## src/rtl/smas_pkg.sv

```systemverilog
// Package for the soil moisture average and scale unit.
// Shared types, register indexes and fixed constants. No dependencies.
`default_nettype none

package smas_pkg;

  localparam int MOIST_W    = 10;
  localparam int DIV_STEPS  = 10;
  localparam int STEP_W     = $clog2(DIV_STEPS);

  localparam logic [MOIST_W-1:0] FULL_SCALE = 10'd1000;
  localparam logic [1:0]         GROUP_LAST = 2'd3;

  // configuration register indexes
  localparam logic CFG_DRY = 1'b0;
  localparam logic CFG_WET = 1'b1;

  typedef enum logic [1:0] {
    ST_IDLE,
    ST_MAP,
    ST_DIV,
    ST_DONE
  } state_t;

  typedef struct packed {
    logic acc;       // add the accepted sample to the sum
    logic close;     // last sample of the group: latch average, clear sum
    logic map_load;  // multiply, classify, seed divider
    logic div_step;  // one restoring divide step
    logic out_load;  // load the output register
  } cmd_t;

  typedef struct packed {
    logic out_busy;  // output register full and not being taken
  } sts_t;

endpackage

`default_nettype wire

```

## src/rtl/soil_moisture_average_and_scale_unit.sv

```systemverilog
// Top level of the soil moisture average and scale unit.
// Joins smas_ctrl and smas_datapath; uses smas_pkg.
//
// channel   direction  payload (low bit first)
// s_axis    in         adc_sample
// m_axis    out        moisture_tenths, average_raw
// cfg       in         index 0 dry_level, index 1 wet_level
//
// The first three samples of a group are only added to the sum.
// The fourth runs average/multiply, 10 divide steps (one quotient
// bit per cycle in the restoring divider) and output load.
// rst clears the sum and counters and sets dry_level 1023, wet_level 0.
// A result waits in the output register while the next three samples are taken;
// the next group's fourth sample completes only once that register is free.
`default_nettype none

module soil_moisture_average_and_scale_unit #(
  parameter int ADC_BITS = 10
) (
  input  wire logic                                   clk,
  input  wire logic                                   rst,
  input  wire logic                                   s_axis_tvalid,
  output logic                                        s_axis_tready,
  // adc_sample [ADC_BITS-1:0], zero padding above
  input  wire logic [((ADC_BITS+7)/8)*8-1:0]          s_axis_tdata,
  output logic                                        m_axis_tvalid,
  input  wire logic                                   m_axis_tready,
  // moisture_tenths [9:0], average_raw [ADC_BITS+9:10], zero padding above
  output logic [((ADC_BITS+10+7)/8)*8-1:0]            m_axis_tdata,
  input  wire logic                                   cfg_wr_en,
  input  wire logic                                   cfg_index,
  input  wire logic [ADC_BITS-1:0]                    cfg_data
);
  import smas_pkg::*;

  localparam int OUT_W   = MOIST_W + ADC_BITS;
  localparam int OUT_TDW = ((OUT_W + 7) / 8) * 8;

  cmd_t                cmd;
  sts_t                sts;
  logic [MOIST_W-1:0]  out_moist;
  logic [ADC_BITS-1:0] out_avg;

  smas_ctrl u_ctrl (
    .clk           (clk),
    .rst           (rst),
    .s_axis_tvalid (s_axis_tvalid),
    .s_axis_tready (s_axis_tready),
    .sts           (sts),
    .cmd           (cmd)
  );

  smas_datapath #(
    .ADC_BITS (ADC_BITS)
  ) u_datapath (
    .clk       (clk),
    .rst       (rst),
    .sample    (s_axis_tdata[ADC_BITS-1:0]),
    .cfg_wr_en (cfg_wr_en),
    .cfg_index (cfg_index),
    .cfg_data  (cfg_data),
    .cmd       (cmd),
    .sts       (sts),
    .out_valid (m_axis_tvalid),
    .out_ready (m_axis_tready),
    .out_moist (out_moist),
    .out_avg   (out_avg)
  );

  assign m_axis_tdata = OUT_TDW'({out_avg, out_moist});

endmodule

`default_nettype wire

```

## src/rtl/smas_ctrl.sv

```systemverilog
// Controller of the soil moisture unit: group counter, divide step counter
// and sequencing state machine. Uses smas_pkg.
`default_nettype none

module smas_ctrl (
  input  wire logic          clk,
  input  wire logic          rst,
  input  wire logic          s_axis_tvalid,
  output logic               s_axis_tready,
  input  smas_pkg::sts_t     sts,
  output smas_pkg::cmd_t     cmd
);
  import smas_pkg::*;

  state_t              state, state_next;
  logic [1:0]          count;
  logic [STEP_W-1:0]   step;
  logic                accept;

  assign accept = s_axis_tvalid && (state == ST_IDLE);

  always_ff @(posedge clk) begin
    if (rst) begin
      state <= ST_IDLE;
      count <= '0;
      step  <= '0;
    end else begin
      state <= state_next;
      if (accept) begin
        count <= count + 2'd1;
      end
      if (state == ST_MAP) begin
        step <= '0;
      end else if (state == ST_DIV) begin
        step <= step + STEP_W'(1);
      end
    end
  end

  always_comb begin
    state_next = state;
    unique case (state)
      ST_IDLE: begin
        if (accept && count == GROUP_LAST) state_next = ST_MAP;
      end
      ST_MAP:  state_next = ST_DIV;
      ST_DIV: begin
        if (step == STEP_W'(DIV_STEPS - 1)) state_next = ST_DONE;
      end
      ST_DONE: begin
        if (!sts.out_busy) state_next = ST_IDLE;
      end
    endcase
  end

  always_comb begin
    s_axis_tready = 1'b0;
    cmd           = '0;
    unique case (state)
      ST_IDLE: begin
        s_axis_tready = 1'b1;
        cmd.acc       = accept;
        cmd.close     = accept && (count == GROUP_LAST);
      end
      ST_MAP:  cmd.map_load = 1'b1;
      ST_DIV:  cmd.div_step = 1'b1;
      ST_DONE: cmd.out_load = !sts.out_busy;
    endcase
  end

endmodule

`default_nettype wire

```

## src/rtl/smas_datapath.sv

```systemverilog
// Datapath of the soil moisture unit: sum, calibration registers, multiplier,
// restoring divider and output register. Uses smas_pkg.
`default_nettype none

module smas_datapath #(
  parameter int ADC_BITS = 10
) (
  input  wire logic                              clk,
  input  wire logic                              rst,
  input  wire logic [ADC_BITS-1:0]               sample,
  input  wire logic                              cfg_wr_en,
  input  wire logic                              cfg_index,
  input  wire logic [ADC_BITS-1:0]               cfg_data,
  input  smas_pkg::cmd_t                         cmd,
  output smas_pkg::sts_t                         sts,
  output logic                                   out_valid,
  input  wire logic                              out_ready,
  output logic [smas_pkg::MOIST_W-1:0]           out_moist,
  output logic [ADC_BITS-1:0]                    out_avg
);
  import smas_pkg::*;

  localparam int SUM_W  = ADC_BITS + 2;
  localparam int PROD_W = ADC_BITS + MOIST_W;

  logic [ADC_BITS-1:0] dry_level;
  logic [ADC_BITS-1:0] wet_level;
  logic [SUM_W-1:0]    sample_sum;
  logic [SUM_W-1:0]    sum_add;
  logic [ADC_BITS-1:0] avg;
  logic [ADC_BITS-1:0] dry_gap;
  logic [PROD_W-1:0]   prod;
  logic [ADC_BITS-1:0] span;
  logic [ADC_BITS-1:0] rem;
  logic [MOIST_W-1:0]  quo;
  logic [ADC_BITS:0]   trial;
  logic                is_dry;
  logic                is_wet;

  assign sum_add = sample_sum + SUM_W'(sample);
  assign dry_gap = dry_level - avg;
  assign prod    = PROD_W'(dry_gap) * PROD_W'(FULL_SCALE);
  assign trial   = {rem, quo[MOIST_W-1]};

  assign sts.out_busy = out_valid && !out_ready;

  always_ff @(posedge clk) begin
    if (rst) begin
      dry_level  <= '1;
      wet_level  <= '0;
      sample_sum <= '0;
      out_valid  <= 1'b0;
    end else begin
      if (cfg_wr_en) begin
        unique case (cfg_index)
          CFG_DRY: dry_level <= cfg_data;
          CFG_WET: wet_level <= cfg_data;
        endcase
      end
      if (cmd.acc) begin
        sample_sum <= cmd.close ? '0 : sum_add;
      end
      if (cmd.out_load) begin
        out_valid <= 1'b1;
      end else if (out_ready) begin
        out_valid <= 1'b0;
      end
    end
  end

  always_ff @(posedge clk) begin
    if (cmd.close) begin
      avg <= sum_add[SUM_W-1:2];
    end
    if (cmd.map_load) begin
      // quotient is below 1024, so the high part of the product is the
      // starting remainder and the low bits are shifted in one per step
      rem    <= prod[PROD_W-1:MOIST_W];
      quo    <= prod[MOIST_W-1:0];
      span   <= dry_level - wet_level;
      is_dry <= (avg >= dry_level);
      is_wet <= (avg <= wet_level);
    end else if (cmd.div_step) begin
      if (trial >= {1'b0, span}) begin
        rem <= ADC_BITS'(trial - {1'b0, span});
        quo <= {quo[MOIST_W-2:0], 1'b1};
      end else begin
        rem <= trial[ADC_BITS-1:0];
        quo <= {quo[MOIST_W-2:0], 1'b0};
      end
    end
    if (cmd.out_load) begin
      out_avg <= avg;
      if (is_dry) begin
        out_moist <= '0;
      end else if (is_wet) begin
        out_moist <= FULL_SCALE;
      end else begin
        out_moist <= quo;
      end
    end
  end

endmodule

`default_nettype wire

```

## config.mk

```make
export PLATFORM = sky130hd
export DESIGN_NAME = soil_moisture_average_and_scale_unit
export DESIGN_NICKNAME = d
export VERILOG_FILES = /design/src/rtl/smas_pkg.sv /design/src/rtl/soil_moisture_average_and_scale_unit.sv /design/src/rtl/smas_ctrl.sv /design/src/rtl/smas_datapath.sv
export SDC_FILE = /design/constraint.sdc
export NUM_CORES = 1
export LEC_CHECK = 0
export ABC_CLOCK_PERIOD_IN_PS = 8000
export BUFFER_PORTS_ARGS = -buffer_cell sky130_fd_sc_hd__clkbuf_2
export CAP_MARGIN = 5
export CORE_ASPECT_RATIO = 1.5
export CORE_MARGIN = 10
export CORE_UTILIZATION = 47
export DETAILED_ROUTE_END_ITERATION = 12
export GPL_TIMING_DRIVEN = 0
export PLACE_DENSITY = 0.75
export SLEW_MARGIN = 20
export SYNTH_ARGS = -nofsm -noshare
export SYNTH_HDL_FRONTEND = slang
export SYNTH_SLANG_ARGS = --single-unit
```

## constraint.sdc

```tcl
create_clock -name clk -period 8 [get_ports clk]
set_clock_uncertainty 0.2 [all_clocks]
set_input_delay 0.4 -clock clk [delete_from_list [all_inputs] [get_ports clk]]
set_output_delay 0.4 -clock clk [all_outputs]
set_load 0.01 [all_outputs]
```

# Word level (Yosys, flattened, before mapping)
# Cells that the tools add are included.
[op_classes] addsub=6 n_mul=1 n_lt_le_gt_ge=3 n_eq_ne=8 muxes=19 bitwise_logic=1 reduce_logical=13
[ops] cell="two-way mux 10 bit" count=6
[ops] cell="subtractor 10 bit" count=3
[ops] cell="multiplier 10 x 7 -> 17 bit, second input constant" count=1
[ops] cell="adder 12 x 10 -> 12 bit" count=1
[ops] cell="two-way mux 12 bit" count=1
[ops] cell=">= comparator 11 x 10 -> 1 bit" count=1
[ops] cell=">= comparator 10 bit" count=1
[ops] cell="less-or-equal comparator 10 bit" count=1
[ops] cell="two-way mux 2 bit" count=4
[ops] cell="case mux 2 bit (4 select lines)" count=1
[ops] cell="two-way mux 1 bit" count=7
[ops] cell="== test 2 bit, second input constant" count=3
[ops] cell="!= test 2 bit, second input constant" count=3
[ops] cell="adder 4 x 1 -> 4 bit, second input constant" count=1
[ops] cell="== test 4 bit, second input constant" count=1
[ops] cell="AND reduction 2 bit" count=2
[ops] cell="nonzero test 2 bit" count=2
[ops] cell="OR reduction 2 bit" count=2
[ops] cell="logical AND 1 bit" count=3
[ops] cell="AND reduction 3 bit" count=1
[ops] cell="adder 2 x 1 -> 2 bit, second input constant" count=1
[ops] cell="== test 2 x 1 -> 1 bit, second input constant" count=1
[ops] cell="logical NOT 1 bit" count=2
[ops] cell="logical NOT 2 bit" count=1
[ops] cell="inverter 1 bit" count=1
[totals] regBits=103 inputBits=32 out_inout_bits=26

# Depth between registers and ports, before layout
[depth] ltp_word=5 mapped_depth=22

# Modules after synthesis
# A second synthesis with hierarchy kept.
[hier_totals] hier_cells=774 area_unflattened_um2=7592.3
[by_module_without_submodules] module="smas_datapath" instances=1 cells_per_inst=721 area_each_um2=7089.3 seq_area_each_um2=2492.4
[by_module_without_submodules] module="smas_ctrl" instances=1 cells_per_inst=48 area_each_um2=469.2 seq_area_each_um2=160.2
[by_module_without_submodules] module="soil_moisture_average_and_scale_unit" instances=1 cells_per_inst=5 area_each_um2=33.8 seq_area_each_um2=0.0

# Worst setup path after synthesis
# OpenSTA, ideal clock, no wires.
[synth_path] kind="register to register" from="reg u_datapath.avg[0]" to="reg u_datapath.rem[9] (data pin)" setup_ns=0.274 t_arrival_ns=5.287 required_time_ns=7.526 path_slack_ns=2.240 stages_incl_launch_ff=19 n_path_buf=0 synth_period_minus_slack_ns=5.760 cell_sequence="edfxtp_1 ha_1 fa_1 nor2b_4 o21ai_0 a21oi_1 ha_1 xnor2_1 fa_1 fa_1 fa_1 inv_1 ha_1 a2111oi_2 o21ai_1 a2111oi_2 o21ai_1 a32oi_1 o31ai_1"
[synth_between] elab_chain_cells=3
[synth_rtl] item="start, declared" line="smas_datapath.sv:30" rtl="logic [ADC_BITS-1:0] avg;"
[synth_rtl] item="start signal, assigned" line="smas_datapath.sv:73" rtl="avg <= sum_add[SUM_W-1:2];"
[synth_rtl] item="subtractor 10 bit" line="smas_datapath.sv:41" rtl="assign dry_gap = dry_level - avg;"
[synth_rtl] item="multiplier 10 x 7 -> 17 bit" line="smas_datapath.sv:42" rtl="assign prod = PROD_W'(dry_gap) * PROD_W'(FULL_SCALE);"
[synth_rtl] item="two-way mux 10 bit" line="smas_datapath.sv:75" rtl="if (cmd.map_load) begin"
[synth_rtl] item="end signal, assigned" line="smas_datapath.sv:78" rtl="rem <= prod[PROD_W-1:MOIST_W];"
[synth_rtl] item="end signal, assigned" line="smas_datapath.sv:85" rtl="rem <= ADC_BITS'(trial - {1'b0, span});"
[synth_rtl] item="end signal, assigned" line="smas_datapath.sv:88" rtl="rem <= trial[ADC_BITS-1:0];"
[synth_rtl] item="end, declared" line="smas_datapath.sv:34" rtl="logic [ADC_BITS-1:0] rem;"
# No other way between the ends.
# A chain may end at the register's enable or synchronous reset.

# Worst setup path after layout
[layout_path] from="reg u_datapath.avg[2]" to="reg u_datapath.rem[9] (data pin)"
# Same word-level chain as after synthesis.

==> impl_metrics.tcl <==
set metrics [dict create \
    status "completed" \
    synth_warnings 0 \
    routedWlPerCell_um 15.7 \
    die_w_um 124 \
    synth_seq_cells 103 \
    post-cts-setup-buffers 0 \
    dp_hpwl_mm 13.4 \
    crit_fanout 5 \
    grt_remaining_overflow 0 \
    routed.top_layer "met4" \
    grt_max_degree 20 \
    grt_antenna_before_repair 0 \
    finalWorstSetupSlack_ps 1450 \
    grt_pass1_vias 5920 \
    yosysTopAreaCell "edfxtp_1" \
    cp-end-kind "register" \
    switchingPower_w 0.00154 \
    syn_avg_cell_area_um2 9.81 \
    pre_cts_slack_ps 1460 \
    die_h_um 176 \
    vdd_ir_drop_max_mv 0.212 \
    internal_power_w 0.00191 \
    tightest_slew_ps 899 \
    hold_viol 0 \
    initial_core_util_pct 47.5 \
    cts_buffers 9 \
    p_comb_share_pct 64.8 \
    cts_sinks 103 \
    rsz0062_at_grt "no" \
    antenna_cells 0 \
    grt_pass1_wl_mm 27.7 \
    final_area_um2 8420 \
    cts_tree "done" \
    ys_seq_area_share_pct 34.8 \
    grt_usage_pct 15.7 \
    wl_met1_mm 6.24 \
    portBuffers 47 \
    ant_nets 0 \
    vias 5638 \
    yosys-top-cells-count "ha_1 (96), inv_1 (96), nand2_1 (67)" \
    core_area_um2 16000 \
    syn2layout_area_growth_pct 10.5 \
    hold_buffers 0 \
    cp.required_ps 7880 \
    finalSetupViolations 0 \
    synth_edf_count 59 \
    p_leak_nw 3.61 \
    switching_share_pct 44.6 \
    whs_ps 83.6 \
    startpoint_type "register" \
    drv_slew 0 \
    route.detailed.drc 0 \
    root_buffer "clkbuf_16" \
    syn_inst 777 \
    ff2ff_setup_slack_ps 1450 \
    power_density_nw_per_um2 410 \
    synth_ff_type "edfxtp_1" \
    clk_pin_slew_ps 80 \
    first_pass_iters 5 \
    htree_num_levels 3 \
    critical_path_class "register to register" \
    num_rows 57 \
    wl_met2_mm 9.44 \
    min_period_over_period_pct 81.8 \
    die_area_um2 21800 \
    drt_iter0_drc 224 \
    place.gp.congestion 0.839 \
    wirelength_mm 16.5 \
    viasPerCell 5.37 \
    cts_resized 0 \
    worst_ep_arrival_time_ps 6430 \
    drive_above_1_share_pct 9.95 \
    worstSkewPairLatency_ps 350 \
    finalSetupTns_ps 0 \
    max_slew_margin_pct 39.8 \
    p_clk_share_pct 12.5 \
    num_io_pins 58 \
    dr_wl_met3_um 343 \
    cap_violations 0 \
    post_dp_cell_area_um2 8140 \
    netlist_area_um2 7620 \
    cts_max_path_buffers 2 \
    seqPwrFrac_pct 22.7 \
    synthDistinctLibCells 65 \
    fin_crit_ps 6550 \
    hold_class "primary input to register" \
    finalNetCount 998 \
    max_freq_mhz 153 \
    fillers 1451 \
    post-route-util_pct 52.5 \
    yosysTopAreaCellShare_pct 23.2 \
    ys_top_cells_by_area "edfxtp_1 (23%), ha_1 (16%), dfxtp_1 (12%)" \
    synthArstFlopShare_pct 0 \
]
[power groups by stage]
stage / combinational, W / sequential [W] / clock (W)
after global placement: 0.00218 / 0.000789 / 0
after CTS: 0.00224 / 0.000783 / 0.000437
after floorplan: 0.00179 / 0.000770 / 0
after detailed placement: 0.00222 / 0.000794 / 0
after global routing: 0.00253 / 0.000795 / 0.000455
final: 0.00224 / 0.000784 / 0.000432
[stage by stage]
step | power [W] | cells
after floorplan | 0.00256 | 780
after global placement | 0.00297 | 1033
after detailed placement | 0.00301 | 1034
after CTS | 0.00346 | 1050
after global routing | 0.00378 | 1050
final | 0.00345 | 1050
[layout make-up]
| type | count | area [um2] | share of cell area [%] |
|---|---|---|---|
| clock buffer | 10 | 229 | 2.72 |
| tap | 206 | 258 | 3.06 |
| sequential | 103 | 2650 | 31.5 |
| timing repair buffer | 48 | 246 | 2.93 |
| clock inverter | 6 | 56.3 | 0.668 |
| inverter | 96 | 360 | 4.28 |
| multi-input combinational | 561 | 4520 | 53.7 |
| buffer | 20 | 101 | 1.20 |
[cell usage in the layout (no fill, tap or decap), drive strengths merged, types with 10 or more instances in the layout]
master	netlist	layout
ha	96	96
a21o	12	12
xor2	18	18
edfxtp	59	59
dfxtp	44	44
mux2i	24	24
xnor2	29	29
a21oi	44	44
nor2b	10	10
clkbuf	12	69
fa	31	31
a211oi	12	12
nor3	16	16
nand2	67	67
inv	96	101
nor2	62	62
o21ai	30	30
[final timing paths]
kind,from,to,cells after the start
worst max-delay path,u_datapath.avg[2],u_datapath.rem[9],20
worst min register to register,u_datapath.wet_level[6],u_datapath.wet_level[6],2
worst max register to register,u_datapath.avg[2],u_datapath.rem[9],20
worst min-delay path,cfg_data[4],u_datapath.wet_level[4],3
[worst max-delay path, stage by stage, from the launching register on]
cell and delay (ps):
edfxtp_1 470, inv_1 70, ha_1 370, nor2b_4 160, o31a_1 270, o31a_1 270, o21ai_0 250, nand2_1 150
xnor2_1 600, fa_1 550, fa_1 510, inv_1 50, fa_1 410, ha_1 300, ha_1 370, a21oi_1 270
o21bai_1 160, a2111oi_2 380, o21ai_1 120, a32oi_1 230, o31ai_1 90
[cells by family (layout without fill, tap and decap cells)]
group	count (synthesis)	count (layout)	synth area share, %
muxes	26	26	3.45
other	1	4	0.0492
adders and majority gates	127	127	23.9
DFF	103	103	34.8
AOI/OAI and AO/OA	157	157	14.0
buffers and inverters	116	180	6.06
and+or+nand+nor	200	200	12.2
xor gates and xnor gates	47	47	5.50
[registers in the layout (all words and copies together), names as in the netlist]
signal                 cells
u_ctrl.state               2
u_ctrl.step                4
u_datapath.out_avg        10
u_datapath.rem            10
u_datapath.quo            10
u_datapath.avg            10
u_datapath.out_moist      10
u_datapath.span           10
u_datapath.is_wet          1
u_ctrl.count               2
u_datapath.out_valid       1
u_datapath.wet_level      10
u_datapath.is_dry          1
u_datapath.sample_sum     12
u_datapath.dry_level      10
[per-layer routing]
| metal | global-route usage (%) | vias up |
|---|---|---|
| met4 | 5.25 | 0 |
| met3 | 2.17 | 24 |
| met1 | 16.1 | 2687 |
| li1 | - | 2845 |
| met5 | 0 | - |
| met2 | 30.9 | 82 |
Note: power is estimated with default switching activity, not from simulation.
